$ cat config.mk
export PLATFORM = sky130hd
export DESIGN_NAME = spi_mul
export DESIGN_NICKNAME = d
export VERILOG_FILES = /design/src/rtl/spi_mul.sv
export SDC_FILE = /design/constraint.sdc
export NUM_CORES = 2
export LEC_CHECK = 0
export BUFFER_PORTS_ARGS = -buffer_cell sky130_fd_sc_hd__buf_4
export CAP_MARGIN = 20
export CORE_ASPECT_RATIO = 1.25
export CORE_MARGIN = 1
export CORE_UTILIZATION = 60
export DETAILED_ROUTE_END_ITERATION = 7
export PLACE_DENSITY_LB_ADDON = 0.15
export SETUP_SLACK_MARGIN = 0.2
export SLEW_MARGIN = 0
export SYNTH_ARGS = -nofsm -noshare
export SYNTH_HDL_FRONTEND = slang
export SYNTH_SLANG_ARGS = --single-unit
$ cat constraint.sdc
create_clock -name clk_i -period 7.4 [get_ports clk_i]
set_clock_uncertainty 0.2 [all_clocks]
set_input_delay 0 -clock clk_i [delete_from_list [all_inputs] [get_ports clk_i]]
set_output_delay 0 -clock clk_i [all_outputs]
set_load 0.02 [all_outputs]
$ cat src/rtl/spi_mul.sv
// Shared signed multiplier with a registered product.
// No package dependency.
module spi_mul (
  input  logic               clk_i,
  input  logic signed [33:0] a_i,
  input  logic signed [17:0] b_i,
  output logic signed [51:0] p_o
);

  logic signed [51:0] p_q;

  // Register the product for the next sequencer step
  always_ff @(posedge clk_i) begin
    p_q <= a_i * b_i;
  end

  assign p_o = p_q;

endmodule

==> out/metrics.cfg <==
[outcome]
status=completed

[synthesis]
syn_nets=3193
yosys.cell_types.count=55
synth_seq_cells=52
yosysSeqAreaShare_pct=4.71
synthArstFlopShare_pct=0
synthCells=2430
synth_area_per_cell_um2=9.09
ys.flop_type=dfxtp_1
ys.warnings.count=0
syn_area_um2=22100
synth_edf_count=0

[worst_setup_path]
critPathArrivalTime_ns=6.51
critPathSlowestCell=dlygate4sd3_1
max_stage_delay_ns=0.55
cp_num_buf_inv=4
path_common_cell=fa_1
cp.required_ns=7.44
critPathMaxFanout=18
start_kind=primary input
path_delay_family=adder cells
criticalPathCategory=primary input to register
crit_chain=dlygate4sd3_1 > buf_4 > and2_1 > fa_1 > fa_1 > ha_1 > fa_1 > inv_1 > fa_1 > fa_1 > inv_1 > ha_1 > a21o_1 > or3_1 > o211a_1 > a31oi_1 > o21bai_1 > a221o_1 > a21oi_2 > o21ai_1 > xor2_1
end_kind=register

[placed_design]
port_buffers=104
place.gp.congestion=0.961
place.detailed.hpwl_um=44700

[drt]
drt-pass1-iter-count=6
drt_wl_total_um=54600
vias=15900
ant_nets=0
post_drt_wl_per_cell_um=18.7
drt_iter0_markers=853
drc=0
viasPerCell=5.44

[floorplan]
core_um2=36300
ios=105
die_w_um=174
die_area_um2=37600
start_util_pct=60.8
row_count=78
fp.dieH_um=217

[job]
maxCapViolCount=0

[finish]
most-common-layout-cells=inv_1 (661), fa_1 (585), nand2_1 (360)
final_common_cell=inv_1
drive_gt1_share_pct=5.89
fillCellCount=3108
syn_to_final_growth_pct=5.66
fin_util_pct=64.3
multi_input_area_um2=18100
seqCellArea_um2=1040
final_nets=3206
largest_reg_flops=52

[global_route]
track_usage_pct=32.2
grt_max_degree=35
grt_pass1_vias=18100
antenna_found_initial=2
overflow=0
grt_first_pass_wirelength_um=93600

[timing]
rsz0062_at_grt=no
slew_viol_final=0
relSlewSlack_pct=59.2
hold_violations=0
worst_pin_slew_ns=0.611
period_share_pct=87.4
fin_setup_tns_ns=0
finalCriticalPeriod_ns=6.47
finalSetupViolCount=0
fmax_mhz=155

[clock_network]
postCtsSetupBuffers=0
clk_pin_slew_ns=0.10
cts_tree=yes
cts.repair.resized=0
holdBufCountCts=3
cts_buffer_depth=2
cts_inserted_buffers=5
cts_max_level=2
clock_sinks=52
root_buffer=clkbuf_16

[hold_path]
hp-class=primary input to register

routing by layer:
metal | routed length [µm] | track usage, % | vias up
met5 | 13 | 0 | -
met1 | 20900 | 40.2 | 8213
met4 | 2320 | 13.4 | 2
li1 | - | - | 6932
met3 | 3600 | 5.74 | 154
met2 | 27700 | 55.5 | 610
through the flow:
step	hold slack (ns)	std cells	setup slack [ns]	cell area [µm²]
finish	0.116	2926	0.934	23300
CTS	0.0941	2923	0.811	23300
floorplan	-0.0783	2430	1.41	22100
detailed placement	0.212	2912	0.506	23100
global placement	0.213	2912	0.433	23100
global route	0.154	2924	0.630	23300
cell families (layout without fill, tap and decap cells):
family	Yosys count	count (layout)	share of synthesized area, %
and+or+nand+nor	696	696	15.2
adders and majority gates	710	710	60.1
DFF	52	52	4.71
other	0	2	0
xor gates and xnor gates	55	55	2.18
AOI/OAI and AO/OA	145	145	4.64
buffers and inverters	772	786	13.2
worst paths after layout:
path | startpoint | end | slack (ns) | cells past startpoint
max | a_i[1] | p_o[25] | 0.93 | 21
min | b_i[0] | p_o[1] | 0.12 | 3
final cells by class:
cell class | count | share of cell area [%]
clock buffers | 5 | 0.536
repair buffers | 117 | 3.85
clock inverters | 3 | 0.198
inverters | 661 | 10.6
multi-input cells | 1606 | 77.7
flip-flops and latches | 52 | 4.46
well taps | 480 | 2.57
diodes | 2 | 0.0214
synthesized netlist by cell type, types with 2 or more instances:
master | n | share of area, %
inv_1 | 661 | 11
fa_1 | 585 | 53
nand2_1 | 360 | 6.1
and2_1 | 240 | 6.8
ha_1 | 125 | 7.1
clkbuf_1 | 108 | 1.8
dfxtp_1 | 52 | 4.7
nor2_1 | 40 | 0.68
xnor2_1 | 40 | 1.6
a21oi_1 | 37 | 0.84
a21o_1 | 31 | 1.1
o21ai_0 | 21 | 0.48
xor2_1 | 15 | 0.59
nor2b_1 | 10 | 0.28
nand4_1 | 9 | 0.25
and3_1 | 8 | 0.23
nand2b_1 | 8 | 0.23
a31oi_1 | 7 | 0.20
o21bai_1 | 7 | 0.24
nor3_1 | 6 | 0.14
a21oi_2 | 5 | 0.20
nand3_1 | 4 | 0.091
o31ai_1 | 4 | 0.14
a211oi_1 | 3 | 0.10
a21o_2 | 3 | 0.12
o21a_1 | 3 | 0.10
o21ai_1 | 3 | 0.068
a21boi_0 | 2 | 0.068
and3_2 | 2 | 0.068
and4_1 | 2 | 0.079
o2111ai_2 | 2 | 0.14
o211ai_1 | 2 | 0.068
o41ai_1 | 2 | 0.079
or3_1 | 2 | 0.057
Power is not shown: default switching activity piles up to over one toggle a cycle in this logic, so the estimate is an artifact.
