[src/rtl/spi_pkg.sv]
// Shared types and constants of the smoothstep position interpolator.
// No dependencies; used by the top, the divider and the port checker.
package spi_pkg;

  typedef enum logic [1:0] {
    OP_ADD  = 2'd0,
    OP_TICK = 2'd1,
    OP_READ = 2'd2,
    OP_NONE = 2'd3
  } op_e;

  typedef enum logic [1:0] {
    ST_OK    = 2'd0,
    ST_STALE = 2'd1,
    ST_FULL  = 2'd2
  } status_e;

  typedef enum logic [1:0] {
    REG_BASE   = 2'd0,
    REG_SPEED  = 2'd1,
    REG_MARGIN = 2'd2
  } reg_e;

  typedef enum logic [3:0] {
    S_IDLE,
    S_EXEC,
    S_TICK_USER,
    S_TICK_CHK,
    S_DUR1,
    S_DUR2,
    S_DUR3,
    S_STEP,
    S_DIV,
    S_SM1,
    S_SM2,
    S_SM3,
    S_BX,
    S_BY,
    S_RESP
  } fsm_e;

  typedef struct packed {
    logic [1:0]         opcode;
    logic [2:0]         user_index;
    logic [15:0]        packet_number;
    logic signed [23:0] target_x;
    logic signed [23:0] target_y;
    logic [15:0]        time_step;
  } in_t;

  typedef struct packed {
    logic [1:0]         status;
    logic signed [23:0] pos_x;
    logic signed [23:0] pos_y;
    logic               known;
  } out_t;

  typedef struct packed {
    logic [15:0]        number;
    logic signed [23:0] x;
    logic signed [23:0] y;
  } qent_t;

  typedef struct packed {
    logic        start;
    logic [23:0] num;
    logic [23:0] den;
  } div_req_t;

  typedef struct packed {
    logic        done;
    logic [16:0] quot;
  } div_rsp_t;

  localparam int unsigned QENT_W = $bits(qent_t);

  localparam logic [15:0]        BASE_RST   = 16'd50000;
  localparam logic [15:0]        SPEED_RST  = 16'd256;
  localparam logic [15:0]        MARGIN_RST = 16'd0;
  localparam logic signed [16:0] LAST_NONE  = -17'sd1;
  localparam logic [16:0]        ONE16      = 17'h10000;
  localparam logic [17:0]        THREE16    = 18'd196608;
  localparam logic [23:0]        DUR_MAX    = 24'hFFFFFF;
  localparam logic signed [51:0] RND_HALF   = 52'sd32768;

endpackage

[src/rtl/spi_div.sv]
// Radix-2 restoring divider: quot = (num << 16) / den, with num <= den.
// Depends on spi_pkg for the request and response structs.
module spi_div (
  input  logic              clk_i,
  input  logic              rst_ni,
  input  spi_pkg::div_req_t req_i,
  output spi_pkg::div_rsp_t rsp_o
);

  logic [23:0] rem_q;
  logic [23:0] den_q;
  logic [16:0] quot_q;
  logic [4:0]  cnt_q;
  logic        lsb_q;
  logic        busy_q;
  logic        done_q;
  logic [24:0] trial;
  logic        fits;

  // Shift in the numerator's low bit once, zeros after that
  assign trial = {rem_q, (cnt_q == 5'd16) ? lsb_q : 1'b0};
  assign fits  = trial >= {1'b0, den_q};

  // Control: one quotient bit per cycle, seventeen in all
  always_ff @(posedge clk_i or negedge rst_ni) begin
    if (!rst_ni) begin
      busy_q <= 1'b0;
      done_q <= 1'b0;
      cnt_q  <= '0;
    end else begin
      done_q <= !req_i.start && busy_q && (cnt_q == 5'd0);
      if (req_i.start) begin
        busy_q <= 1'b1;
        cnt_q  <= 5'd16;
      end else if (busy_q) begin
        if (cnt_q == 5'd0) begin
          busy_q <= 1'b0;
        end else begin
          cnt_q <= cnt_q - 5'd1;
        end
      end
    end
  end

  // Datapath: remainder and quotient
  always_ff @(posedge clk_i) begin
    if (req_i.start) begin
      rem_q  <= {1'b0, req_i.num[23:1]};
      lsb_q  <= req_i.num[0];
      den_q  <= req_i.den;
      quot_q <= '0;
    end else if (busy_q) begin
      rem_q  <= fits ? 24'(trial - {1'b0, den_q}) : trial[23:0];
      quot_q <= {quot_q[15:0], fits};
    end
  end

  assign rsp_o.done = done_q;
  assign rsp_o.quot = quot_q;

endmodule

[config.mk]
export PLATFORM = sky130hd
export DESIGN_NAME = spi_div
export DESIGN_NICKNAME = d
export VERILOG_FILES = /design/src/rtl/spi_pkg.sv /design/src/rtl/spi_div.sv
export SDC_FILE = /design/constraint.sdc
export NUM_CORES = 1
export LEC_CHECK = 0
export ABC_CLOCK_PERIOD_IN_PS = 4100
export BUFFER_PORTS_ARGS = -buffer_cell sky130_fd_sc_hd__buf_4
export CORE_ASPECT_RATIO = 1.75
export CORE_UTILIZATION = 25
export DETAILED_ROUTE_END_ITERATION = 10
export GPL_TIMING_DRIVEN = 0
export SLEW_MARGIN = 20
export SYNTH_ARGS = -nofsm -noshare
export SYNTH_HDL_FRONTEND = slang
export SYNTH_SLANG_ARGS = --single-unit
[constraint.sdc]
create_clock -name clk_i -period 4.1 [get_ports clk_i]
set_input_delay 0.205 -clock clk_i [delete_from_list [all_inputs] [get_ports clk_i]]
set_output_delay 0.205 -clock clk_i [all_outputs]
set_load 0.01 [all_outputs]
==> results.txt <==
Peak supply drop = 0.218 mV
Total GRT Usage = 0.119
Max cap viols = 0
Startpoint Class = flop
F_max = 289 MHz
Clock-pin slew on the worst setup and hold paths = 60 ps
Synthesized flop and latch total = 73
Status = complete, no violations
CTS tree = built
Syn. warnings = 0
Cts bufs inserted = 9
Die width = 102 um
Fin crit period = 3460 ps
Setup Skew = 9.43 ps
Post-DP HPWL = 7790 um
Max Buffers Root-to-Sink = 2
Core area = 16900 um^2
Post-route DRC = 0
Worst slew pin tran = 1020 ps
EDFF count, synth = 48
H-tree levels = 3
Register-to-Register Setup Slack = 640 ps
Fraction of layout cells with a size suffix above 1 = 0.260
Kind of end point of the critical path = flop
IO Count = 69
Hold buffer count at cts = 1
Unrepaired setup endpoints after global routing = no
Distinct cells, synth = 55
Detail Route Antenna Nets = 0
Layout net count = 546
Final hold vios = 0
DR iter-0 viols = 173
DIE HEIGHT = 176 um
Via count = 3208
LEAKAGE = 2.47 nW
Critical path type = reg2reg
Initial core utilization = 0.256
Final critical-path share of the clock period = 0.843
Post-CTS sizing = 0
Sequential-to-total area share from yosys stat = 0.456
Dominant synthesized flop cell = edfxtp_1
Root buffer cell = clkbuf_16
Critical path data arrival time = 3540 ps
Worst-path fanout max = 3
Die Footprint = 17900 um^2
Critical Path RT = 4180 ps
Syn Nets = 466
Fillers = 1736
Final count of pins violating max slew = 0
Share of flip-flops with an asynchronous set or reset = 0.0959
Vias in the first global route = 3328
Area growth, synth to finish = 25.7%
Port bufs = 68
Post-Synthesis Cell Area = 4340 um^2
Vias per std cell = 4.58
GRT overflow = 0
Gpl congestion = 0.836
Router iterations before antenna repair = 4
# diodes = 0
Initial antenna violation count = 0
Setup_tns = 0 ps
Final WL = 10300 um
Synthesized area per cell = 11.2 um^2
Routed WL per cell = 14.7 um
Global-route wire length before repair = 16000 um
Clock Latency Late Sink = 340 ps
Gate Count Post-Synth = 388
Setup violators final = 0
Number of setup buffers added after CTS = 0
Cell Rows = 63
CTS Sinks = 73
Slew Limit Headroom = 0.319
Hold WC Path Type = in2reg
Min Hold Slack = 43.1 ps
PwrDens = 746 nW/um^2
Largest net degree at the start of global routing = 31
==> cell families after synthesis <==
kind of cell             Yosys count  share of synthesized area
AO/OA/AOI/OAI                     75                      0.129
XOR/XNOR                          22                     0.0444
adder cells (fa/ha/maj)           27                     0.0797
buffers and inverters             45                     0.0433
flip-flops                        73                      0.456
multiplexers                      52                      0.141
AND/OR/NAND/NOR                   94                      0.106
==> per-layer routing <==
metal	wire, um	part of all wire	global-route usage
met1	3760	0.37	0.117
met2	5830	0.57	0.226
met3	482	0.047	0.0317
met4	208	0.020	0.0501
met5	0	0	0
==> through the flow <==
step                      instances  utilization  area (um^2)  worst slack [ps]  power (mW)
after floorplan                 388            -         4340              1080        2.81
after detailed placement        683        0.303         5130               691        3.25
after global placement          683        0.303         5130               753        3.20
after CTS                       700        0.321         5450               651        4.09
after global routing            700        0.321         5450               410        4.35
final                           700        0.321         5450               643        4.07
==> sequential cells by signal, indices dropped and copies added (netlist names) <==
| signal | cells |
|---|---|
| cnt_q | 5 |
| den_q | 24 |
| lsb_q | 1 |
| quot_q | 17 |
| rem_q | 24 |
| busy_q | 1 |
| done_q | 1 |
==> cells in the mapped netlist (3+ instances only) <==
library cell | number | share of area
a21o_1 | 14 | 0.024
a21oi_1 | 20 | 0.023
and3_1 | 7 | 0.010
buf_1 | 3 | 0.0026
clkbuf_1 | 9 | 0.0078
dfrtp_1 | 7 | 0.040
dfxtp_1 | 18 | 0.083
edfxtp_1 | 48 | 0.33
ha_1 | 26 | 0.075
inv_1 | 30 | 0.026
mux2_2 | 18 | 0.047
mux2_4 | 14 | 0.048
mux2i_1 | 20 | 0.046
nand2_1 | 17 | 0.015
nand2b_1 | 3 | 0.0043
nand3_1 | 5 | 0.0058
nand4_1 | 4 | 0.0058
nor2_1 | 33 | 0.029
nor2b_1 | 6 | 0.0087
nor3_1 | 6 | 0.0069
nor4_1 | 3 | 0.0043
o21a_1 | 5 | 0.0087
o21ai_0 | 6 | 0.0069
o21bai_1 | 3 | 0.0052
o31ai_1 | 3 | 0.0052
xnor2_1 | 15 | 0.030
xor2_1 | 7 | 0.014
==> path summary, 6_finish.rpt <==
path / startpoint / endpoint / cells after the start
worst max register to register: cnt_q[0] / rem_q[14] / 13
worst min-delay path: req_i[4] / den_q[4] / 1
worst max-delay path: cnt_q[0] / rem_q[14] / 13
min in group asynchronous: rst_ni / done_q / 2
worst min register to register: quot_q[16] / quot_q[16] / 2
max in group asynchronous: rst_ni / cnt_q[1] / 2
==> report_power, final <==
group / internal (mW) / switching [mW] / total [mW]
clock network: 0.509 / 0.312 / 0.821
registers: 1.02 / 0.108 / 1.13
logic: 1.08 / 1.03 / 2.12
==> layout make-up <==
cell class	count	area [um^2]	share of cell area
plain buffers	15	75.1	0.0138
clock buffers	12	258	0.0473
clock inverters	4	50.0	0.00919
inverters	30	113	0.0207
multi-input cells	270	2170	0.398
flip-flops and latches	73	1980	0.363
well taps	227	284	0.0521
repair buffers	69	520	0.0955
==> layout by cell type, fill, tap and decap left out, drive strengths merged, types with 3 or more instances in the layout <==
cell     n
dfxtp   18
a21oi   21
nor3     6
and3     7
a21o    14
o21bai   3
nand3    5
mux2i   20
ha      26
nand4    4
xnor2   15
nand2   17
a221oi   4
clkbuf  21
nand2b   3
dfrtp    7
mux2    32
inv     31
o21a     5
o31ai    3
xor2     7
nor4     3
edfxtp  48
nor2b    6
buf     74
o21ai    6
nor2    33
==> worst max-delay path, cell delays in order (launching register included) <==
cell	delay, ps
dfrtp_1	350
inv_1	80
ha_1	220
nand4_1	100
ha_1	200
fa_1	230
nor2b_1	70
o31a_1	270
o41a_1	390
o21a_1	260
a221oi_1	390
xnor2_1	120
mux2_4	260
mux2_2	250
(Power assumes the default switching activity.)
